==> src/hdl/dspv_pkg.sv <==
// ----------------------------------------------------------------------------
// dspv_pkg
// Types and constants shared by the date string parser and its checker.
// ----------------------------------------------------------------------------
package dspv_pkg;

  typedef logic [13:0] dspv_value_t;
  typedef logic [3:0]  dspv_digits_t;

  typedef enum logic [3:0] {
    ERR_OK          = 4'd0,
    ERR_SEP_MISSING = 4'd1,
    ERR_NON_DIGIT   = 4'd2,
    ERR_YEAR_LEN    = 4'd3,
    ERR_YEAR_RANGE  = 4'd4,
    ERR_MONTH_LEN   = 4'd5,
    ERR_MONTH_RANGE = 4'd6,
    ERR_DAY_LEN     = 4'd7,
    ERR_DAY_RANGE   = 4'd8
  } dspv_err_t;

  localparam logic [1:0] ORD_MDY = 2'd0;
  localparam logic [1:0] ORD_DMY = 2'd1;

  localparam logic [2:0] REG_DATE_SEP    = 3'd0;
  localparam logic [2:0] REG_DATE_ORDER  = 3'd1;
  localparam logic [2:0] REG_MIN_YEAR    = 3'd2;
  localparam logic [2:0] REG_MAX_YEAR    = 3'd3;
  localparam logic [2:0] REG_YEAR_DIGITS = 3'd4;
  localparam logic [2:0] REG_MONTH_DIGITS = 3'd5;
  localparam logic [2:0] REG_DAY_DIGITS  = 3'd6;

  localparam logic [7:0] CHAR_SLASH = 8'h2F;
  localparam logic [7:0] CHAR_DASH  = 8'h2D;
  localparam logic [7:0] CHAR_DOT   = 8'h2E;
  localparam logic [7:0] CHAR_ZERO  = 8'h30;
  localparam logic [7:0] CHAR_NINE  = 8'h39;

  localparam dspv_value_t  VALUE_MAX  = 14'h3FFF;
  localparam dspv_digits_t DIGITS_MAX = 4'hF;

  localparam dspv_value_t WIN_19_LOW  = 14'd80;
  localparam dspv_value_t WIN_19_HIGH = 14'd99;
  localparam dspv_value_t WIN_20_HIGH = 14'd79;
  localparam dspv_value_t YEAR_19XX   = 14'd1900;
  localparam dspv_value_t YEAR_20XX   = 14'd2000;

  localparam logic [3:0] MONTH_MAX = 4'd12;
  localparam logic [4:0] DAYS_28   = 5'd28;
  localparam logic [4:0] DAYS_29   = 5'd29;
  localparam logic [4:0] DAYS_30   = 5'd30;
  localparam logic [4:0] DAYS_31   = 5'd31;

  localparam logic [7:0]  RST_DATE_SEP     = 8'd47;
  localparam logic [1:0]  RST_DATE_ORDER   = 2'd0;
  localparam logic [13:0] RST_MIN_YEAR     = 14'd1980;
  localparam logic [13:0] RST_MAX_YEAR     = 14'd2099;
  localparam logic [2:0]  RST_YEAR_DIGITS  = 3'd4;
  localparam logic [1:0]  RST_MONTH_DIGITS = 2'd2;
  localparam logic [1:0]  RST_DAY_DIGITS   = 2'd2;

endpackage

==> src/hdl/date_string_parser_validator.sv <==
// ----------------------------------------------------------------------------
// date_string_parser_validator
// Parses a date string one character per transaction and gives one verdict
// with year, month and day on the final character.
//
// Input channel (in_*): one character per transaction, in_last marks the end
// of the string. A character is taken whenever in_ready is high; each one
// updates the field accumulators (one multiply by ten and add) in the cycle
// it is taken. Result channel (out_*): one transaction per string. The final
// character's parsed fields go into the field latch, and the result register
// then registers the verdict from the range and calendar checks. Sustained
// rate is one character per cycle while the result channel does not stall.
// A stalled receiver holds the result register; a second final character
// waits in the field latch, and in_ready drops only when both are full.
// Configuration (APB): registers at byte addresses 4*i, to be written only
// while idle (the block does not enforce it), pready always high, reads
// return the register value. Reset (synchronous, rst_n low) clears the
// string state, empties both stages and loads the register reset values.
// ----------------------------------------------------------------------------
module date_string_parser_validator (
  input  logic        clk,
  input  logic        rst_n,
  input  logic        in_valid,
  output logic        in_ready,
  input  logic [7:0]  in_char_code,
  input  logic        in_last,
  output logic        out_valid,
  input  logic        out_ready,
  output logic        out_valid_res,
  output logic [3:0]  out_error_cause,
  output logic [13:0] out_year,
  output logic [3:0]  out_month,
  output logic [4:0]  out_day,
  input  logic        psel,
  input  logic        penable,
  input  logic        pwrite,
  input  logic [4:0]  paddr,
  input  logic [31:0] pwdata,
  output logic [31:0] prdata,
  output logic        pready
);
  import dspv_pkg::*;

  logic [7:0]  date_sep_r;
  logic [1:0]  date_order_r;
  logic [13:0] min_year_r;
  logic [13:0] max_year_r;
  logic [2:0]  year_digits_r;
  logic [1:0]  month_digits_r;
  logic [1:0]  day_digits_r;

  logic [1:0]   field_index_r, field_index_nxt;
  dspv_value_t  field_value_r  [3];
  dspv_value_t  field_value_nxt [3];
  dspv_digits_t field_digits_r [3];
  dspv_digits_t field_digits_nxt [3];
  logic         non_digit_r, non_digit_nxt;

  logic         snap_v_r;
  logic [1:0]   snap_index_r;
  dspv_value_t  snap_value_r  [3];
  dspv_digits_t snap_digits_r [3];
  logic         snap_non_digit_r;

  logic        in_fire, adv, cfg_wr;
  logic [2:0]  reg_idx;
  logic [1:0]  fi;
  logic        is_sep, is_digit;
  dspv_value_t val_sel;
  logic [17:0] acc;

  logic [1:0]   yi, mi, di;
  dspv_value_t  yraw, yv, mv, dv;
  dspv_digits_t yd, md, dd;
  logic [4:0]   mdays;
  dspv_err_t    cause;

  assign pready  = 1'b1;
  assign reg_idx = paddr[4:2];
  assign cfg_wr  = psel && penable && pwrite && pready;

  always_ff @(posedge clk) begin
    if (!rst_n) begin
      date_sep_r     <= RST_DATE_SEP;
      date_order_r   <= RST_DATE_ORDER;
      min_year_r     <= RST_MIN_YEAR;
      max_year_r     <= RST_MAX_YEAR;
      year_digits_r  <= RST_YEAR_DIGITS;
      month_digits_r <= RST_MONTH_DIGITS;
      day_digits_r   <= RST_DAY_DIGITS;
    end else if (cfg_wr) begin
      unique case (reg_idx)
        REG_DATE_SEP:     date_sep_r     <= pwdata[7:0];
        REG_DATE_ORDER:   date_order_r   <= pwdata[1:0];
        REG_MIN_YEAR:     min_year_r     <= pwdata[13:0];
        REG_MAX_YEAR:     max_year_r     <= pwdata[13:0];
        REG_YEAR_DIGITS:  year_digits_r  <= pwdata[2:0];
        REG_MONTH_DIGITS: month_digits_r <= pwdata[1:0];
        REG_DAY_DIGITS:   day_digits_r   <= pwdata[1:0];
        default: ;
      endcase
    end
  end

  always_comb begin
    unique case (reg_idx)
      REG_DATE_SEP:     prdata = {24'd0, date_sep_r};
      REG_DATE_ORDER:   prdata = {30'd0, date_order_r};
      REG_MIN_YEAR:     prdata = {18'd0, min_year_r};
      REG_MAX_YEAR:     prdata = {18'd0, max_year_r};
      REG_YEAR_DIGITS:  prdata = {29'd0, year_digits_r};
      REG_MONTH_DIGITS: prdata = {30'd0, month_digits_r};
      REG_DAY_DIGITS:   prdata = {30'd0, day_digits_r};
      default:          prdata = 32'd0;
    endcase
  end

  // Handshake
  assign adv      = !out_valid || out_ready;
  assign in_ready = !snap_v_r || adv;
  assign in_fire  = in_valid && in_ready;

  // Character step
  always_comb begin
    fi       = (field_index_r > 2'd2) ? 2'd2 : field_index_r;
    is_sep   = (in_char_code == date_sep_r) || (in_char_code == CHAR_SLASH) ||
               (in_char_code == CHAR_DASH) || (in_char_code == CHAR_DOT);
    is_digit = (in_char_code >= CHAR_ZERO) && (in_char_code <= CHAR_NINE);
    val_sel  = field_value_r[fi];
    acc      = ({4'd0, val_sel} << 3) + ({4'd0, val_sel} << 1) +
               {14'd0, in_char_code[3:0]};

    field_index_nxt  = field_index_r;
    field_value_nxt  = field_value_r;
    field_digits_nxt = field_digits_r;
    non_digit_nxt    = non_digit_r;

    if (is_sep && (fi < 2'd2)) begin
      field_index_nxt = fi + 2'd1;
    end else if (is_digit) begin
      field_value_nxt[fi] = (acc > {4'd0, VALUE_MAX}) ? VALUE_MAX : acc[13:0];
      if (field_digits_r[fi] < DIGITS_MAX) begin
        field_digits_nxt[fi] = field_digits_r[fi] + 4'd1;
      end
    end else begin
      non_digit_nxt = 1'b1;
    end
  end

  always_ff @(posedge clk) begin
    if (!rst_n) begin
      field_index_r <= 2'd0;
      non_digit_r   <= 1'b0;
      for (int i = 0; i < 3; i++) begin
        field_value_r[i]  <= '0;
        field_digits_r[i] <= '0;
      end
    end else if (in_fire) begin
      if (in_last) begin
        field_index_r <= 2'd0;
        non_digit_r   <= 1'b0;
        for (int i = 0; i < 3; i++) begin
          field_value_r[i]  <= '0;
          field_digits_r[i] <= '0;
        end
      end else begin
        field_index_r  <= field_index_nxt;
        non_digit_r    <= non_digit_nxt;
        field_value_r  <= field_value_nxt;
        field_digits_r <= field_digits_nxt;
      end
    end
  end

  // Field latch
  always_ff @(posedge clk) begin
    if (!rst_n) begin
      snap_v_r <= 1'b0;
    end else if (in_fire && in_last) begin
      snap_v_r <= 1'b1;
    end else if (adv) begin
      snap_v_r <= 1'b0;
    end
  end

  always_ff @(posedge clk) begin
    if (in_fire && in_last) begin
      snap_index_r     <= field_index_nxt;
      snap_non_digit_r <= non_digit_nxt;
      snap_value_r     <= field_value_nxt;
      snap_digits_r    <= field_digits_nxt;
    end
  end

  // Verdict
  always_comb begin
    unique case (date_order_r)
      ORD_MDY: begin mi = 2'd0; di = 2'd1; yi = 2'd2; end
      ORD_DMY: begin di = 2'd0; mi = 2'd1; yi = 2'd2; end
      default: begin yi = 2'd0; mi = 2'd1; di = 2'd2; end
    endcase

    yraw = snap_value_r[yi];
    mv   = snap_value_r[mi];
    dv   = snap_value_r[di];
    yd   = snap_digits_r[yi];
    md   = snap_digits_r[mi];
    dd   = snap_digits_r[di];

    priority if ((yraw <= WIN_19_HIGH) && (yraw >= WIN_19_LOW)) begin
      yv = yraw + YEAR_19XX;
    end else if (yraw <= WIN_20_HIGH) begin
      yv = yraw + YEAR_20XX;
    end else begin
      yv = yraw;
    end

    unique case (mv[3:0])
      4'd2:                      mdays = (yv[1:0] == 2'd0) ? DAYS_29 : DAYS_28;
      4'd4, 4'd6, 4'd9, 4'd11:   mdays = DAYS_30;
      default:                   mdays = DAYS_31;
    endcase

    priority if (snap_index_r < 2'd2) begin
      cause = ERR_SEP_MISSING;
    end else if (snap_non_digit_r) begin
      cause = ERR_NON_DIGIT;
    end else if ((yd > {1'b0, year_digits_r}) || (yd == 4'd0)) begin
      cause = ERR_YEAR_LEN;
    end else if ((yv > max_year_r) || (yv < min_year_r)) begin
      cause = ERR_YEAR_RANGE;
    end else if ((md > {2'b0, month_digits_r}) || (md == 4'd0)) begin
      cause = ERR_MONTH_LEN;
    end else if ((mv > {10'd0, MONTH_MAX}) || (mv == 14'd0)) begin
      cause = ERR_MONTH_RANGE;
    end else if ((dd > {2'b0, day_digits_r}) || (dd == 4'd0)) begin
      cause = ERR_DAY_LEN;
    end else if ((dv == 14'd0) || (dv > {9'd0, mdays})) begin
      cause = ERR_DAY_RANGE;
    end else begin
      cause = ERR_OK;
    end
  end

  // Result register
  always_ff @(posedge clk) begin
    if (!rst_n) begin
      out_valid <= 1'b0;
    end else if (adv) begin
      out_valid <= snap_v_r;
    end
  end

  always_ff @(posedge clk) begin
    if (adv && snap_v_r) begin
      out_valid_res   <= (cause == ERR_OK);
      out_error_cause <= cause;
      out_year        <= (cause == ERR_OK) ? yv : 14'd0;
      out_month       <= (cause == ERR_OK) ? mv[3:0] : 4'd0;
      out_day         <= (cause == ERR_OK) ? dv[4:0] : 5'd0;
    end
  end

endmodule

==> config.mk <==
export PLATFORM = sky130hd
export DESIGN_NAME = date_string_parser_validator
export DESIGN_NICKNAME = d
export VERILOG_FILES = /design/src/hdl/dspv_pkg.sv /design/src/hdl/date_string_parser_validator.sv
export SDC_FILE = /design/constraint.sdc
export NUM_CORES = 1
export LEC_CHECK = 0
export BUFFER_PORTS_ARGS = -buffer_cell sky130_fd_sc_hd__buf_2
export CAP_MARGIN = 15
export CORE_MARGIN = 2
export CORE_UTILIZATION = 55
export CTS_CLUSTER_SIZE = 24
export DETAILED_ROUTE_END_ITERATION = 7
export PLACE_DENSITY = 0.75
export SETUP_SLACK_MARGIN = 0.1
export SYNTH_ARGS = -nofsm -noshare
export SYNTH_HDL_FRONTEND = slang
export SYNTH_SLANG_ARGS = --single-unit
==> constraint.sdc <==
create_clock -name clk -period 6.8 [get_ports clk]
set_input_delay 1.02 -clock clk [delete_from_list [all_inputs] [get_ports clk]]
set_output_delay 1.02 -clock clk [all_outputs]
set_load 0.02 [all_outputs]
==> results of run 1 <==
-- cells in the final DEF (no fill, tap or decap), types with 9 or more instances in the layout --
cell	count
buf_4	13
o21ai_0	69
mux2i_1	57
o2bb2ai_1	12
nor2b_1	13
edfxtp_1	84
o21a_1	9
nand2_1	148
conb_1	19
nand4_1	10
mux2_2	28
nor3_1	28
nor2_1	121
ha_1	64
o211ai_1	19
nand3_1	20
dfxtp_1	103
o22ai_1	13
a21oi_1	114
xnor2_1	19
clkbuf_16	17
inv_1	53
buf_2	76
-- area by class of cell --
cell class                      instances  area [µm²]  share of cell area (%)
Clock buffer                           21         460                    3.85
Clock inverter                         11         133                    1.11
Inverter                               56         210                    1.76
Multi-Input combinational cell        895        5750                    48.1
Sequential cell                       188        4610                    38.5
Tap cell                              265         332                    2.77
Timing Repair Buffer                   89         478                    3.99
-- sequential cells by signal (all words and copies together) (netlist names), 2 cells and up --
signal           count
field_value_r       42
snap_value_r        42
max_year_r          14
min_year_r          14
out_year            14
field_digits_r      12
snap_digits_r       12
date_sep_r           8
out_day              5
out_error_cause      4
out_month            4
year_digits_r        3
date_order_r         2
day_digits_r         2
field_index_r        2
month_digits_r       2
-- through the flow --
step           util [%]  total power, mW  hold WS [ps]  cells  worst slack (ps)
3_3_place_gp       58.5             1.41           459   1493              1940
6_report           61.5             2.39           472   1525              1720
2_1_floorplan         -             1.36           446   1218              2500
4_1_cts            61.5             2.40           474   1525              1780
5_1_grt            61.5             2.46           491   1525              1340
3_5_place_dp       58.5             1.41           465   1493              1850
-- logic make-up (layout without fill, tap and decap cells) --
kind of cell / count (synthesis) / after routing / synth area share [%]
other: 2 / 19 / 0.0690
buffers and inverters: 135 / 177 / 5.59
XOR/XNOR: 22 / 22 / 1.77
multiplexers: 88 / 88 / 8.65
flip-flops: 188 / 188 / 42.3
AO/OA/AOI/OAI: 306 / 306 / 17.5
adder cells (fa/ha/maj): 66 / 66 / 7.72
AND/OR/NAND/NOR: 394 / 394 / 16.4
-- tightest hold or removal path, cell delays in order, from the launching register on --
cell and delay, ps:
dfxtp_1 320, nand2_1 50, a21oi_1 50
-- worst min path at each step --
stage                     slack, ps             end           start  cells after the start
after floorplan                 450   min_year_r[1]   min_year_r[1]                      2
after global placement          460  max_year_r[13]  max_year_r[13]                      2
after detailed placement        460   max_year_r[2]   max_year_r[2]                      2
after CTS                       470   max_year_r[2]   max_year_r[2]                      2
after global routing            490   max_year_r[6]   max_year_r[6]                      2
final                           470   min_year_r[6]   min_year_r[6]                      2
-- power by group through the flow --
stage | Combinational (mW) | Sequential, mW | Clock (mW)
floorplan | 0.125 | 1.23 | 0
global placement | 0.172 | 1.23 | 0
detailed placement | 0.175 | 1.24 | 0
CTS | 0.176 | 1.21 | 1.01
global route | 0.194 | 1.21 | 1.05
finish | 0.177 | 1.21 | 1.00
-- routing by layer --
metal	up-vias	wire length (µm)	global-route usage (%)
li1	4395	-	-
met1	4246	12000	35.3
met2	371	12500	43.8
met3	45	1850	3.85
met4	0	603	8.28
met5	-	0	0
==> results.yml, run 1 <==
worst_setup_path:
  reg2regPathDepth: 13
  crit_chain: "buf_4 -> mux2i_1 -> o21a_1 -> fa_1 -> inv_1 -> ha_1 -> a211oi_1 -> o211ai_1 -> a41oi_1 -> o21ai_0 -> a31o_2 -> nor3_1 -> o21ai_0"
  cp-end-kind: "flop"
  path_class: "flop to flop"
  cp.arrival_ps: 5210
  crit_family: "compound AO/OA/AOI/OAI gates"
  worstPathMaxFanout: 15
  start_kind: "flop"
  path_depth: 13
  crit_slowest_cell: "nor3_1"
  cp.required_ps: 6920
  cp_num_buf_inv: 2
  r2r-start: "field_index_r[0]"
  slowest_delay_ps: 710
  cpMostUsedCell: "o21ai_0"
  crit_path_start: "field_index_r[0]"
  endpoint: "snap_value_r[13]"
  ff2ff_setup_slack_ps: 1720
  rr_endpoint: "snap_value_r[13]"
place:
  dp_hpwl_um: 19800
  postPlaceCellArea_um2: 11400
  portBuffers: 76
  routabilityCongestion: 0.874
detailed_routing:
  viasPerCell: 5.94
  dr.first_iter.drc_count: 838
  drc_errors: 0
  avgRoutedWirePerCell_um: 17.7
  drt-pass1-iter-count: 5
  drt-total-wl_um: 27000
  vias: 9057
  antenna_left: 0
sta:
  tns_ps: 0
  setup_viol_count_final: 0
  relSlewSlack_pct: 22.9
  max_freq_mhz: 197
  fin_crit_sh_pct: 74.8
  rsz0062_at_grt: "false"
  fin_skew_ps: 12.1
  drv_slew: 0
  hold_viol_final: 0
  period_minus_slack_ps: 5080
  tightestPinTransition_ps: 1150
layout:
  fill_cells: 1649
  syn_to_final_growth_pct: 9.93
  drive_gt1_share_pct: 13.3
  n_antenna_cell: 0
  nNetsFinal: 1366
  final_area_um2: 12000
floorplanning:
  start_util_pct: 56.0
  ioPinCount: 116
  die_area_um2: 20900
  num_rows: 51
  die_height_um: 145
  die_w_um: 145
  fp.coreArea_um2: 19500
clock_tree:
  clockBufferDepth: 2
  clk_pin_slew_ps: 70
  cts_tree: "built"
  cts_hold_buffers: 0
  cts-root-buf: "clkbuf_16"
  cts.htree.levels: 4
  clkLatencyLatePin_ps: 440
  cts_sinks: 188
  cts_resized: 0
  cts_buffers: 17
  post_cts_buffers: 0
grt:
  grt_pass1_vias: 8255
  overflow: 0
  grt_max_degree: 58
  antenna_found_initial: 0
  grt_pass1_wl_um: 42600
  grtUsageTotal_pct: 26.2
logic_synthesis:
  synth.top_cells.by_count: "148 x nand2_1, 121 x nor2_1, 114 x a21oi_1"
  yosys_register_bits: 188
  synth_top_area_share_pct: 23.2
  async_flop_share_pct: 0
  synth_top_flop_cell: "dfxtp_1"
  yosys.area.top_type: "edfxtp_1"
  synthTopCellsByArea: "edfxtp_1 23%, dfxtp_1 19%, ha_1 7.4%"
  synth_most_common_cell: "nand2_1"
  yosysSeqAreaShare_pct: 42.3
  ys_warn_count: 0
  synth.avg_cell_area_um2: 9.07
  ys_types: 77
  netlist_area_um2: 10900
  synthCells: 1201
  synth_edf_count: 84
outcome:
  status: "completed"
flow_run:
  cap_violations: 0
power_and_ir_drop:
  power.density_nw_per_um2: 200
  swShare_pct: 24.0
  worst_ir_drop_vdd_mv: 0.158
  leakagePower_nw: 4.78
  clockPowerShare_pct: 42.0
  p_int_mw: 1.82
  p_sw_mw: 0.573
  combPwrFrac_pct: 7.4
  p_seq_share_pct: 50.6
worst_hold_path:
  holdCritPathClass: "flop to flop"
Note: power is estimated with default switching activity, not from simulation.
==> run 2: changes to the inputs <==
Clock period 6.8 ns to 5.1 ns, I/O delays scaled along.
==> run 2 against run 1 <==
Cell area grew 1.0%. Sequential share of layout area down 0.39 points. Clock-buffer cell count up 2. First-iteration DRC count fell by 1.3%. Hold slack hardly changed. Clock skew down 0.50 ps. Critical path depth increased by 2. Worst setup slack got worse by 1100 ps. Wire length increased by 0.84%. Power up 35%. Register-to-register slack got worse by 1100 ps.
==> results.yml, run 2 (synthesized netlist as in run 1, its figures left out) <==
grt:
  antenna_found_initial: 0
  grt_max_degree: 57
  grt_pass1_wl_um: 43800
  overflow: 0
  grt_use_met1_pct: 35.7
  use_met3_pct: 3.69
  grtUsageTotal_pct: 26.9
  grtUsageMet2_pct: 44.4
  grt-busiest-layer: "met2"
  grt_pass1_vias: 8551
flow_run:
  cap_violations: 0
worst_setup_path:
  crit_path_start: "date_order_r[1]"
  worstPathMaxFanout: 29
  path_class: "flop to flop"
  start_kind: "flop"
  endpoint: "out_year[6]"
  cp-end-kind: "flop"
  cp.arrival_ps: 4780
  r2r-start: "date_order_r[1]"
  cp.required_ps: 5370
  rr_endpoint: "out_year[6]"
  ff2ff_setup_slack_ps: 600
  reg2regPathDepth: 15
floorplanning:
  die_w_um: 145
  start_util_pct: 56.0
  die_height_um: 145
  die_area_um2: 20900
  fp.coreArea_um2: 19500
  ioPinCount: 116
  num_rows: 51
power_and_ir_drop:
  power.density_nw_per_um2: 267
  power.total_mw: 3.23
  worst_ir_drop_vdd_mv: 0.240
  leakagePower_nw: 4.85
sta:
  relSlewSlack_pct: 32.9
  period_minus_slack_ps: 4500
  tns_ps: 0
  fin_crit_sh_pct: 88.3
  setup_viol_count_final: 0
  fin_skew_ps: 11.6
  drv_slew: 0
  rsz0062_at_grt: "false"
  hold_viol_final: 0
  tightestPinTransition_ps: 999
  max_freq_mhz: 222
detailed_routing:
  drt-pass1-iter-count: 6
  vias: 9074
  antenna_left: 0
  avgRoutedWirePerCell_um: 17.7
  viasPerCell: 5.90
  dr.first_iter.drc_count: 827
  drt-total-wl_um: 27200
  drc_errors: 0
layout:
  fill_cells: 1657
  stdcell_count: 1539
  final_cell_mix: "148 x nand2_1, 121 x nor2_1, 114 x a21oi_1"
  reg.largest.list: "field_value_r (42), snap_value_r (42)"
  syn_to_final_growth_pct: 11.1
  final_common_cell: "nand2_1"
  n_antenna_cell: 0
  drive_gt1_share_pct: 14.2
  nNetsFinal: 1380
clock_tree:
  cts_resized: 0
  cts.htree.levels: 4
  clkLatencyLatePin_ps: 440
  clk_pin_slew_ps: 70
  cts-root-buf: "clkbuf_16"
  post_cts_buffers: 0
  cts_sinks: 188
  cts_tree: "built"
  cts_hold_buffers: 0
  clockBufferDepth: 2
  cts_buffers: 17
place:
  portBuffers: 76
  placed_cells: 1506
  dp_hpwl_um: 19900
  routabilityCongestion: 0.910
outcome:
  status: "completed"
worst_hold_path:
  holdCritPathClass: "flop to flop"
  whs_path_depth: 2
## run 2: layer usage
layer | up-vias | wire length [µm]
li1 | 4422 | -
met1 | 4242 | 12200
met2 | 353 | 12600
met3 | 57 | 1640
met4 | 0 | 809
met5 | - | 0
## run 2: area by class of cell
cell class	instances	area (µm²)	area share, %
Clock buffer	23	522	4.31
Clock inverter	9	92.6	0.765
Inverter	56	210	1.74
Multi-Input combinational cell	895	5750	47.6
Sequential cell	188	4610	38.1
Tap cell	265	332	2.74
Timing Repair Buffer	103	581	4.80
## run 2: how the worst min path moves through the flow
stage	start	end	slack (ps)
floorplan	min_year_r[1]	min_year_r[1]	450
global placement	min_year_r[6]	min_year_r[6]	460
detailed placement	min_year_r[6]	min_year_r[6]	460
CTS	min_year_r[6]	min_year_r[6]	470
global route	min_year_r[13]	min_year_r[13]	500
finish	max_year_r[13]	max_year_r[13]	470
## run 2: metrics by stage
stage	area (µm²)	hold slack [ps]	setup slack [ps]	utilization, %
finish	12100	473	596	62.2
global route	12100	502	343	62.2
CTS	12100	473	692	62.1
detailed placement	11500	463	686	59.0
global placement	11500	458	766	59.0
floorplan	11000	446	802	-
## run 2: worst max-delay path, stage by stage, from the launching register on
cell and delay, ps:
dfxtp_2 550, buf_4 430, nor3b_1 450, o211a_1 240
o2111ai_1 180, nor2_1 180, xnor2_1 80, mux2i_1 390
ha_1 260, o21ai_0 90, nand2b_1 70, a311oi_1 90
o31a_1 340, or4b_1 530, buf_4 230, a211oi_2 210
## run 2: report_power, final
group	internal [mW]	total, mW	leakage, nW	switching, mW
registers	1.59	1.61	1.65	0.0194
logic	0.0795	0.242	2.90	0.163
clock network	0.782	1.37	0.301	0.588
==> run 3: changes to the inputs <==
Settings changed: PLACE_DENSITY 0.75 to 0.72.
==> run 3 against run 2 <==
Power shrank 1.7%. First-iteration DRC count shrank 0.97%. Global-route usage grew 0.18 points. Critical endpoint unchanged.
==> results.yml, run 3 (synthesized netlist as in run 1, its figures left out) <==
outcome:
  status: "completed"
worst_setup_path:
  path_class: "flop to flop"
  cp.required_ps: 5370
  start_kind: "flop"
  worstPathMaxFanout: 24
  cp-end-kind: "flop"
  cp.arrival_ps: 4640
sta:
  max_freq_mhz: 228
  setup_viol_count_final: 0
  rsz0062_at_grt: "false"
  tns_ps: 0
  fin_skew_ps: 16.5
  relSlewSlack_pct: 27.6
  tightestPinTransition_ps: 1080
  period_minus_slack_ps: 4380
  drv_slew: 0
  fin_crit_sh_pct: 85.8
  hold_viol_final: 0
power_and_ir_drop:
  p_int_mw: 2.41
  power.total_mw: 3.17
  p_sw_mw: 0.760
  combPwrFrac_pct: 7.7
  power.density_nw_per_um2: 262
  clockPowerShare_pct: 41.4
  swShare_pct: 24.0
  leakagePower_nw: 4.86
  worst_ir_drop_vdd_mv: 0.220
  p_seq_share_pct: 50.9
layout:
  ff_latch_area_um2: 4610
  fin_util_pct: 62.2
  n_antenna_cell: 0
  final_cell_mix: "148 x nand2_1, 121 x nor2_1, 114 x a21oi_1"
  fill_cells: 1693
  syn_to_final_growth_pct: 11.2
  reg.largest.list: "field_value_r (42), snap_value_r (42)"
  drive_gt1_share_pct: 14.5
  multi_input_area_um2: 5750
  final_common_cell: "nand2_1"
  final_area_um2: 12100
  nNetsFinal: 1385
place:
  postPlaceCellArea_um2: 11500
  portBuffers: 76
  routabilityCongestion: 0.939
  dp_hpwl_um: 20600
floorplanning:
  ioPinCount: 116
  die_w_um: 145
  die_height_um: 145
  num_rows: 51
  die_area_um2: 20900
  start_util_pct: 56.0
  fp.coreArea_um2: 19500
clock_tree:
  clkLatencyLatePin_ps: 440
  cts_resized: 0
  post_cts_buffers: 0
  cts_hold_buffers: 0
  cts_buffers: 17
  cts.htree.levels: 4
  cts-root-buf: "clkbuf_16"
  cts_tree: "built"
  clockBufferDepth: 2
  cts_sinks: 188
  clk_pin_slew_ps: 60
grt:
  grtUsageTotal_pct: 27.1
  grt_max_degree: 58
  grt_pass1_wl_um: 43900
  antenna_found_initial: 0
  overflow: 0
  grt_pass1_vias: 8408
detailed_routing:
  met3_length_um: 1240
  viasPerCell: 5.80
  wl_met1_um: 12500
  drt-pass1-iter-count: 6
  antenna_left: 0
  vias: 8947
  dr.max_layer_used: "met4"
  avgRoutedWirePerCell_um: 17.7
  routed-wl-met2_um: 13200
  drc_errors: 0
  drt-total-wl_um: 27300
  dr.first_iter.drc_count: 819
worst_hold_path:
  holdCritPathClass: "flop to flop"
flow_run:
  cap_violations: 0
==> run 3: cell types whose count changed in the layout (fill, tap and decap cells not counted) <==
| cell | before | now |
|---|---|---|
| clkinvlp_4 | 1 | 2 |
| clkbuf_8 | 1 | 0 |
| clkinv_4 | 1 | 2 |
| clkbuf_16 | 20 | 19 |
| inv_4 | 1 | 2 |
| buf_4 | 26 | 32 |
| clkinv_2 | 1 | 0 |
| inv_6 | 4 | 3 |
| buf_2 | 77 | 76 |
==> run 3: layout make-up <==
cell class | instances | share of cell area (%)
clock buffer | 21 | 3.99
sequential | 188 | 38.0
timing repair buffer | 108 | 5.13
clock inverter | 10 | 0.837
tap | 265 | 2.74
multi-input combinational | 895 | 47.5
inverter | 56 | 1.74
==> run 3: worst paths after layout <==
check / end / slack [ps] / start / cells past startpoint
max reg2reg: out_year[6] / 720 / date_order_r[1] / 14
min: max_year_r[13] / 470 / max_year_r[13] / 2
min reg2reg: max_year_r[13] / 470 / max_year_r[13] / 2
max: out_year[6] / 720 / date_order_r[1] / 14
==> run 3: worst max-delay path, stage by stage (launching register included) <==
cell	delay, ps
dfxtp_2	470
buf_4	340
mux2_2	440
nor2_1	140
a21oi_1	50
o21ai_1	470
nand2_1	210
ha_1	380
nand2_1	60
o21ai_0	230
a311oi_1	80
o31a_1	340
or4b_1	530
buf_4	230
a211oi_2	210
==> run 3: power groups by stage <==
stage	Sequential [mW]	Clock [mW]	Combinational [mW]
finish	1.61	1.31	0.243
global route	1.62	1.39	0.266
CTS	1.61	1.33	0.241
detailed placement	1.65	0	0.239
global placement	1.65	0	0.236
floorplan	1.65	0	0.166
==> run 3: layer usage <==
layer / vias up / track usage, %
met5: - / 0
met2: 299 / 45.9
met4: 0 / 7.61
li1: 4424 / -
met1: 4193 / 36.6
met3: 31 / 3.55
==> run 3: per-stage QoR <==
| stage | instances | hold slack [ps] | setup slack (ps) |
|---|---|---|---|
| final | 1543 | 472 | 722 |
| after global routing | 1543 | 491 | 441 |
| after CTS | 1543 | 474 | 776 |
| after detailed placement | 1512 | 465 | 808 |
| after global placement | 1512 | 459 | 837 |
| after floorplan | 1218 | 446 | 802 |
